$ cat config.mk
export PLATFORM = sky130hd
export DESIGN_NAME = touch_slider_gesture_detector
export DESIGN_NICKNAME = d
export VERILOG_FILES = /design/src/hw/rtl/tsgd_pkg.sv /design/src/hw/rtl/touch_slider_gesture_detector.sv /design/src/hw/rtl/tsgd_ctrl.sv /design/src/hw/rtl/tsgd_dp.sv
export SDC_FILE = /design/constraint.sdc
export NUM_CORES = 1
export LEC_CHECK = 0
export ABC_CLOCK_PERIOD_IN_PS = 6600
export BUFFER_PORTS_ARGS = -buffer_cell sky130_fd_sc_hd__buf_2
export CAP_MARGIN = 20
export CORE_UTILIZATION = 55
export DETAILED_ROUTE_END_ITERATION = 10
export GPL_ROUTABILITY_DRIVEN = 0
export GPL_TIMING_DRIVEN = 0
export PLACE_DENSITY = 0.74
export SLEW_MARGIN = 20
export SYNTH_ARGS = -nofsm -noshare
export SYNTH_HDL_FRONTEND = slang
export SYNTH_SLANG_ARGS = --single-unit
$ cat constraint.sdc
create_clock -name i_clk -period 6.6 [get_ports i_clk]
set_input_delay 1.32 -clock i_clk [delete_from_list [all_inputs] [get_ports i_clk]]
set_output_delay 1.32 -clock i_clk [all_outputs]
set_load 0.005 [all_outputs]
$ cat src/hw/rtl/tsgd_pkg.sv
package tsgd_pkg;

    // Field widths
    localparam int unsigned PadW    = 8;
    localparam int unsigned SumW    = 10;   // holds 3 * 255
    localparam int unsigned DvdW    = 15;   // holds 255 * 100
    localparam int unsigned PosW    = 8;    // centroid in -100..100
    localparam int unsigned GestW   = 3;
    localparam int unsigned DivSteps = DvdW;
    localparam int unsigned CntW    = $clog2(DivSteps);

    // Centroid scale factor
    localparam logic [DvdW-1:0] PosScale = 15'd100;

    // Gesture codes
    localparam logic [GestW-1:0] G_NONE    = 3'd0;
    localparam logic [GestW-1:0] G_PRESS   = 3'd1;
    localparam logic [GestW-1:0] G_RELEASE = 3'd2;
    localparam logic [GestW-1:0] G_FWD     = 3'd3;
    localparam logic [GestW-1:0] G_BACK    = 3'd4;

    // Configuration register indexes
    localparam logic [1:0] CFG_TOUCH_THR = 2'd0;
    localparam logic [1:0] CFG_SWIPE_THR = 2'd1;

    // Configuration reset values
    localparam logic [PadW-1:0] TouchThrReset = 8'd1;
    localparam logic [PadW-1:0] SwipeThrReset = 8'd40;

    // Touch tracking phase
    typedef enum logic [1:0] {
        PH_IDLE    = 2'd0,
        PH_TOUCHED = 2'd1,
        PH_SWIPING = 2'd2
    } t_phase;

    // Sequencer states
    typedef enum logic [1:0] {
        CS_IDLE = 2'd0,
        CS_DIV  = 2'd1,
        CS_DONE = 2'd2
    } t_ctrl_state;

    // Commands from controller to datapath
    typedef struct packed {
        logic load;     // capture pads, start a division
        logic step;     // one restoring division step
        logic commit;   // update gesture state, load output word
    } t_dp_cmd;

endpackage

$ cat src/hw/rtl/touch_slider_gesture_detector.sv
// Three-pad touch slider gesture detector. Each input word is one poll of the
// slider (left, middle, right intensities); each poll yields exactly one output
// word carrying a gesture code: none, press, release, swipe forward or swipe
// backward. The centroid (right - left) * 100 / sum is formed by a restoring
// divider that retires one quotient bit per cycle. A poll is captured at the
// edge that accepts it, runs 15 divide steps, and then updates the gesture
// state and loads its result word; a new poll is accepted only after that
// update. The output word is registered, so the next poll is taken while a
// result still waits; that poll then holds in its update step until the
// waiting word is taken. Thresholds are written through the configuration
// channel (index 0 touch threshold, 1 swipe threshold; other indexes
// ignored) and should only be changed while no poll is in flight.
module touch_slider_gesture_detector
    import tsgd_pkg::*;
(
    input  logic        i_clk,
    input  logic        i_rst_n,
    // Input stream
    input  logic        s_axis_tvalid,
    output logic        s_axis_tready,
    input  logic [23:0] s_axis_tdata,   // [7:0] pad_left, [15:8] pad_middle, [23:16] pad_right
    // Output stream
    output logic        m_axis_tvalid,
    input  logic        m_axis_tready,
    output logic [7:0]  m_axis_tdata,   // [2:0] gesture, [7:3] zero
    // Configuration write channel
    input  logic        i_cfg_valid,
    output logic        o_cfg_ready,
    input  logic [1:0]  i_cfg_index,
    input  logic [7:0]  i_cfg_data
);

    t_dp_cmd          cmd;
    logic [GestW-1:0] gesture;
    logic [PadW-1:0]  r_touch_thr;
    logic [PadW-1:0]  r_swipe_thr;

    // Configuration registers
    assign o_cfg_ready = 1'b1;

    always_ff @(posedge i_clk) begin
        if (!i_rst_n) begin
            r_touch_thr <= TouchThrReset;
            r_swipe_thr <= SwipeThrReset;
        end else if (i_cfg_valid) begin
            case (i_cfg_index)
                CFG_TOUCH_THR: r_touch_thr <= i_cfg_data;
                CFG_SWIPE_THR: r_swipe_thr <= i_cfg_data;
                default: ;
            endcase
        end
    end

    tsgd_ctrl u_ctrl (
        .i_clk       (i_clk),
        .i_rst_n     (i_rst_n),
        .i_in_valid  (s_axis_tvalid),
        .o_in_ready  (s_axis_tready),
        .o_out_valid (m_axis_tvalid),
        .i_out_ready (m_axis_tready),
        .o_cmd       (cmd)
    );

    tsgd_dp u_dp (
        .i_clk        (i_clk),
        .i_rst_n      (i_rst_n),
        .i_cmd        (cmd),
        .i_pad_left   (s_axis_tdata[7:0]),
        .i_pad_middle (s_axis_tdata[15:8]),
        .i_pad_right  (s_axis_tdata[23:16]),
        .i_touch_thr  (r_touch_thr),
        .i_swipe_thr  (r_swipe_thr),
        .o_gesture    (gesture)
    );

    assign m_axis_tdata = {5'd0, gesture};

endmodule

$ cat src/hw/rtl/tsgd_ctrl.sv
module tsgd_ctrl
    import tsgd_pkg::*;
(
    input  logic    i_clk,
    input  logic    i_rst_n,
    input  logic    i_in_valid,
    output logic    o_in_ready,
    output logic    o_out_valid,
    input  logic    i_out_ready,
    output t_dp_cmd o_cmd
);

    t_ctrl_state r_state, n_state;
    logic [CntW-1:0] r_cnt, n_cnt;
    logic r_out_valid, n_out_valid;
    logic last_step;

    assign last_step = (r_cnt == CntW'(DivSteps - 1));

    // Next state
    always_comb begin
        n_state = r_state;
        case (r_state)
            CS_IDLE: begin
                if (i_in_valid) n_state = CS_DIV;
            end
            CS_DIV: begin
                if (last_step) n_state = CS_DONE;
            end
            CS_DONE: begin
                if (!r_out_valid || i_out_ready) n_state = CS_IDLE;
            end
            default: n_state = CS_IDLE;
        endcase
    end

    // Outputs
    always_comb begin
        o_in_ready   = 1'b0;
        o_cmd.load   = 1'b0;
        o_cmd.step   = 1'b0;
        o_cmd.commit = 1'b0;
        case (r_state)
            CS_IDLE: begin
                o_in_ready = 1'b1;
                o_cmd.load = i_in_valid;
            end
            CS_DIV: begin
                o_cmd.step = 1'b1;
            end
            CS_DONE: begin
                o_cmd.commit = !r_out_valid || i_out_ready;
            end
            default: o_in_ready = 1'b0;
        endcase
    end

    // Step counter and output word valid
    always_comb begin
        n_cnt = r_cnt;
        if (o_cmd.load) n_cnt = '0;
        else if (o_cmd.step) n_cnt = r_cnt + CntW'(1);

        n_out_valid = r_out_valid;
        if (o_cmd.commit) n_out_valid = 1'b1;
        else if (i_out_ready) n_out_valid = 1'b0;
    end

    always_ff @(posedge i_clk) begin
        if (!i_rst_n) begin
            r_state     <= CS_IDLE;
            r_cnt       <= '0;
            r_out_valid <= 1'b0;
        end else begin
            r_state     <= n_state;
            r_cnt       <= n_cnt;
            r_out_valid <= n_out_valid;
        end
    end

    assign o_out_valid = r_out_valid;

endmodule

$ cat src/hw/rtl/tsgd_dp.sv
module tsgd_dp
    import tsgd_pkg::*;
(
    input  logic             i_clk,
    input  logic             i_rst_n,
    input  t_dp_cmd          i_cmd,
    input  logic [PadW-1:0]  i_pad_left,
    input  logic [PadW-1:0]  i_pad_middle,
    input  logic [PadW-1:0]  i_pad_right,
    input  logic [PadW-1:0]  i_touch_thr,
    input  logic [PadW-1:0]  i_swipe_thr,
    output logic [GestW-1:0] o_gesture
);

    logic [SumW-1:0]  r_sum;
    logic             r_neg;
    logic             r_touched;
    logic [SumW-1:0]  r_rem;
    logic [DvdW-1:0]  r_quo;
    t_phase           r_phase, n_phase;
    logic [PosW-1:0]  r_start, n_start;
    logic [GestW-1:0] r_gesture, n_gesture;

    logic [PadW:0]   diff;
    logic [PadW-1:0] diff_abs;
    logic [PadW-1:0] peak;
    logic [SumW:0]   rem_sh;
    logic            rem_ge;
    logic [PosW-1:0] quo_lo;
    logic [PosW-1:0] pos;
    logic [PosW:0]   delta;
    logic [PosW:0]   thr_pos;
    logic [PosW:0]   thr_neg;
    logic            swipe_fwd;
    logic            swipe_back;

    // Signed pad difference and peak intensity
    always_comb begin
        diff     = {1'b0, i_pad_right} - {1'b0, i_pad_left};
        diff_abs = diff[PadW] ? PadW'(-diff) : diff[PadW-1:0];
        peak     = i_pad_left;
        if (i_pad_middle > peak) peak = i_pad_middle;
        if (i_pad_right > peak) peak = i_pad_right;
    end

    // One restoring division step
    always_comb begin
        rem_sh = {r_rem, r_quo[DvdW-1]};
        rem_ge = rem_sh >= {1'b0, r_sum};
    end

    // Capture operands, then iterate the divider
    always_ff @(posedge i_clk) begin
        if (i_cmd.load) begin
            r_sum     <= SumW'(i_pad_left) + SumW'(i_pad_middle) + SumW'(i_pad_right);
            r_neg     <= diff[PadW];
            r_touched <= peak >= i_touch_thr;
            r_rem     <= '0;
            r_quo     <= DvdW'(diff_abs) * PosScale;
        end else if (i_cmd.step) begin
            r_rem <= rem_ge ? SumW'(rem_sh - {1'b0, r_sum}) : rem_sh[SumW-1:0];
            r_quo <= {r_quo[DvdW-2:0], rem_ge};
        end
    end

    // Signed centroid and displacement from the press position
    always_comb begin
        quo_lo = r_quo[PosW-1:0];
        if (r_sum == '0) pos = '0;
        else if (r_neg) pos = -quo_lo;
        else pos = quo_lo;
        delta      = {pos[PosW-1], pos} - {r_start[PosW-1], r_start};
        thr_pos    = {1'b0, i_swipe_thr};
        thr_neg    = -thr_pos;
        swipe_fwd  = $signed(delta) > $signed(thr_pos);
        swipe_back = $signed(delta) < $signed(thr_neg);
    end

    // Gesture state update
    always_comb begin
        n_phase   = r_phase;
        n_start   = r_start;
        n_gesture = G_NONE;
        case (r_phase)
            PH_TOUCHED: begin
                if (!r_touched) begin
                    n_phase   = PH_IDLE;
                    n_gesture = G_RELEASE;
                end else if (swipe_fwd) begin
                    n_phase   = PH_SWIPING;
                    n_gesture = G_FWD;
                end else if (swipe_back) begin
                    n_phase   = PH_SWIPING;
                    n_gesture = G_BACK;
                end
            end
            PH_SWIPING: begin
                if (!r_touched) begin
                    n_phase   = PH_IDLE;
                    n_gesture = G_RELEASE;
                end
            end
            default: begin
                if (r_touched) begin
                    n_phase   = PH_TOUCHED;
                    n_start   = pos;
                    n_gesture = G_PRESS;
                end
            end
        endcase
    end

    always_ff @(posedge i_clk) begin
        if (!i_rst_n) begin
            r_phase <= PH_IDLE;
            r_start <= '0;
        end else if (i_cmd.commit) begin
            r_phase <= n_phase;
            r_start <= n_start;
        end
    end

    // Hold the result word
    always_ff @(posedge i_clk) begin
        if (i_cmd.commit) r_gesture <= n_gesture;
    end

    assign o_gesture = r_gesture;

endmodule

==> flow_summary_export.csv <==
group,metric,value,unit
power_and_ir_drop,p_int,1570,uW
global_routing,grt_max_degree,22,
worst_setup_path,worstPathMaxFanout,4,
power_and_ir_drop,vdd_drop_max,0.000194,V
worst_setup_path,slowest_delay,480,ps
sta,setup_tns,0,ps
synth,ys_seq_elements,73,
finish,n_antenna_cell,0,
synth,synth-xor-area-share,7.13,%
finish,utilization,62.7,%
sta,slew_viol_final,0,
floorplanning,fp-row-count,40,
clock_tree,cts_sinks,73,
sta,fmax,170,MHz
worst_setup_path,endpoint_kind,"flip-flop",
worst_setup_path,r2r_start,"u_dp.r_sum[1]",
clock_tree,cts_resized,0,
synth,synth-simple-area-share,15.3,%
sta,min_period,5890,ps
synth,synth_commonest_cells,"ha_1, inv_1, nor2_1, a21oi_1, dfxtp_1",
clock_tree,cts_buffers,9,
worst_setup_path,r2r_end,"u_dp.o_gesture[2]",
worst_setup_path,critPathLaunchType,"primary input",
clock_tree,cts.clk_slew.worst_paths,60,ps
power_and_ir_drop,seq_power_share,23.3,%
floorplanning,io_pins,50,
finish,drive_gt1_share,9.43,%
finish,fillCellCount,1068,
finish,area_delta_synth_final,10.4,%
floorplanning,core_area,12100,um2
worst_setup_path,worstPathArrival,5980,ps
clock_tree,cts-root-buf,"clkbuf_16",
global_routing,grt-ovfl-total,0,
route,via_per_inst,5.56,
synth,synth_top_area_share,21.5,%
synth,synth_area_leader_cell,"ha_1",
synth,synth.area.top_cells,"ha_1, dfxtp_1, edfxtp_1",
clock_tree,clock_latency,340,ps
sta,fin_skew,6.23,ps
route,totalWireLength,15000,um
synth,synth_top_family_by_area,"adder cells",
power_and_ir_drop,p_clk_share,16.8,%
power_and_ir_drop,p_switching,1140,uW
floorplanning,start_util,56.8,%
synth,ys_types,60,
synth,synthMuxAreaShare,6.15,%
synth,synth-edff-count,28,
synth,synth-main-ff-cell,"dfxtp_1",
placement,place_hpwl,12200,um
sta,layout_setup_ws,713,ps
clock_tree,cts_tree,"built",
sta,period_share,89.2,%
floorplanning,die_x,114,um
sta,hold_viol_final,0,
route,first_pass_iters,5,
power_and_ir_drop,powerDensity,358,nW/um2
synth,synthesis.instances,775,
synth,synth_most_common_cell,"ha_1",
sta,max_slew_margin,58.1,%
global_routing,grt_pass1_vias,5571,
worst_setup_path,regToRegSetupSlack,1900,ps
sta,tightest_slew,621,ps
route,drc,0,
global_routing,antenna_found_initial,0,
worst_setup_path,crit_type,"in2reg",
clock_tree,cts_setup_buffers,0,
synth,synth.cell_area,6880,um2
global_routing,grt_use_total,24.8,%
route,drt_iter0_markers,247,
floorplanning,die_h,114,um
power_and_ir_drop,switching_share,42.1,%
power_and_ir_drop,comb_power_share,59.9,%
worst_setup_path,required,6690,ps
worst_setup_path,crit_chain,"buf_2 > inv_1 > ha_1 > inv_1 > fa_1 > a211oi_2 > o21ai_0 > a21o_1 > a21o_1 > inv_2 > nand2_1 > xnor2_1 > ha_1 > ha_1 > fa_1 > ha_1 > a21o_1 > a21oi_1 > o21bai_1 > a31oi_1 > mux2i_1 > nand3_1",
worst_setup_path,cp_common_cell,"ha_1",
synth,synth-adder-area-share,23.8,%
worst_setup_path,ff2ff_path_depth,14,
placement,port_buffers,43,
sta,rsz0062_at_grt,"false",
job,maxCapViolations,0,
worst_setup_path,crit_end,"u_dp.r_quo[14]",
route,drtAntennaViolNets,0,
synth,avgSynthCellArea,8.88,um2
route,vias,5595,
floorplanning,dieArea,13000,um2
run_status,outcome,"complete, no violations",
synth,synth-seq-area-share,25.3,%
clock_tree,clk_path_buf_depth,2,
synth,synthArstFlopShare,0,%
synth,synth_compound_area_share,16.3,%
route,wl_per_cell,14.9,um
placement,dp_slack,375,ps
hold_path,hold_path_class,"reg2reg",
worst_setup_path,crit_slowest_cell,"fa_1",
global_routing,grt_pass1_wl,25600,um
worst_setup_path,startpoint,"s_axis_tdata[16]",
clock_tree,cts_max_level,3,
sta,setup_violations,0,
power_and_ir_drop,p_leak,0.00346,uW
synth,synth_warnings,0,
finish,nNetsFinal,998,
clock_tree,hold_buffers,0,
## metrics by stage
stage	cells	hold slack, ps	total power, uW	cell area, um2
final	1006	478	2720	7590
after global routing	1006	489	2960	7590
after CTS	1006	482	2710	7590
after detailed placement	990	474	2240	7320
after global placement	990	465	2160	7320
after floorplan	779	449	1900	6890
## cells by family after synthesis
group / count (synthesis)
adder cells (fa/ha/maj): 126
buffers and inverters: 99
other: 2
flip-flops: 73
AO/OA/AOI/OAI: 173
AND/OR/NAND/NOR: 204
XOR/XNOR: 56
multiplexers: 42
## metal layers
metal  part of all wire [%]  routed length, um  GRT usage, %  vias to the layer above
li1                       -                  -             -                     2835
met1                     48               7150          32.1                     2585
met2                     45               6810          41.3                      141
met3                    4.2                632          4.57                       34
met4                    2.5                375          9.18                        0
met5                      0                  0             0                        -
## layout by cell type (no fill, tap or decap), types with 3 or more instances in the layout
master / count
edfxtp_1: 28
nor3_1: 12
ha_1: 118
nor2b_1: 30
o31ai_1: 6
a211oi_1: 9
inv_1: 77
inv_4: 3
o21ai_0: 39
o21a_1: 7
xor2_1: 25
dfxtp_1: 45
clkbuf_1: 13
a211o_1: 3
nor2_1: 53
nand4_1: 6
or3_1: 5
a31oi_1: 6
a21boi_0: 4
o211ai_1: 3
nand3_1: 16
a21oi_1: 50
nand2b_1: 14
buf_4: 6
a22o_1: 5
buf_2: 44
nor4b_1: 3
nor3b_1: 8
o21bai_1: 9
xnor2_1: 31
conb_1: 6
a21o_1: 15
and2_1: 4
and3_1: 5
o22ai_1: 3
mux2i_1: 40
clkbuf_16: 9
nand2_1: 39
fa_1: 8
## registers in the layout (all words and copies together), names as in the netlist
signal	count
u_dp.r_touched	1
u_dp.r_sum	10
u_dp.r_phase	2
u_ctrl.r_state	2
u_dp.r_rem	10
u_ctrl.o_out_valid	1
u_dp.r_start	8
u_ctrl.r_cnt	4
r_swipe_thr	8
u_dp.o_gesture	3
r_touch_thr	8
u_dp.r_quo	15
u_dp.r_neg	1
## layout make-up
| type | count | area (um2) | share of cell area [%] |
|---|---|---|---|
| Buffer | 21 | 111 | 1.47 |
| Clock buffer | 11 | 243 | 3.20 |
| Clock inverter | 5 | 28.8 | 0.379 |
| Inverter | 78 | 293 | 3.86 |
| Multi-Input combinational cell | 607 | 4750 | 62.6 |
| Sequential cell | 73 | 1740 | 22.9 |
| Tap cell | 168 | 210 | 2.77 |
| Timing Repair Buffer | 43 | 215 | 2.83 |
## critical path, delay by kind of cell
kind / cells / cell delay [ps]
AO/OA/AOI/OAI: 8 / 1580
XOR/XNOR: 1 / 300
adder cells (fa/ha/maj): 6 / 2030
buffers and inverters: 4 / 330
multiplexers: 1 / 240
AND/OR/NAND/NOR: 2 / 160
## how the worst min path moves through the flow
stage                     from  slack [ps]               to  depth (start not counted)
3_3_place_gp   u_dp.r_phase[0]         460  u_dp.r_phase[0]                          2
6_report       u_dp.r_phase[0]         480  u_dp.r_phase[0]                          2
5_1_grt        u_dp.r_phase[0]         490  u_dp.r_phase[0]                          2
2_1_floorplan   r_touch_thr[0]         450   r_touch_thr[0]                          2
4_1_cts        u_dp.r_phase[0]         480  u_dp.r_phase[0]                          2
3_5_place_dp   u_dp.r_phase[0]         470  u_dp.r_phase[0]                          2
## power groups by stage
stage          logic [uW]  registers [uW]  clock network, uW
2_1_floorplan        1280             620                  0
3_3_place_gp         1520             636                  0
3_5_place_dp         1600             639                  0
4_1_cts              1610             632                461
5_1_grt              1840             642                480
6_report             1630             632                456
Note: power is estimated with default switching activity, not from simulation.
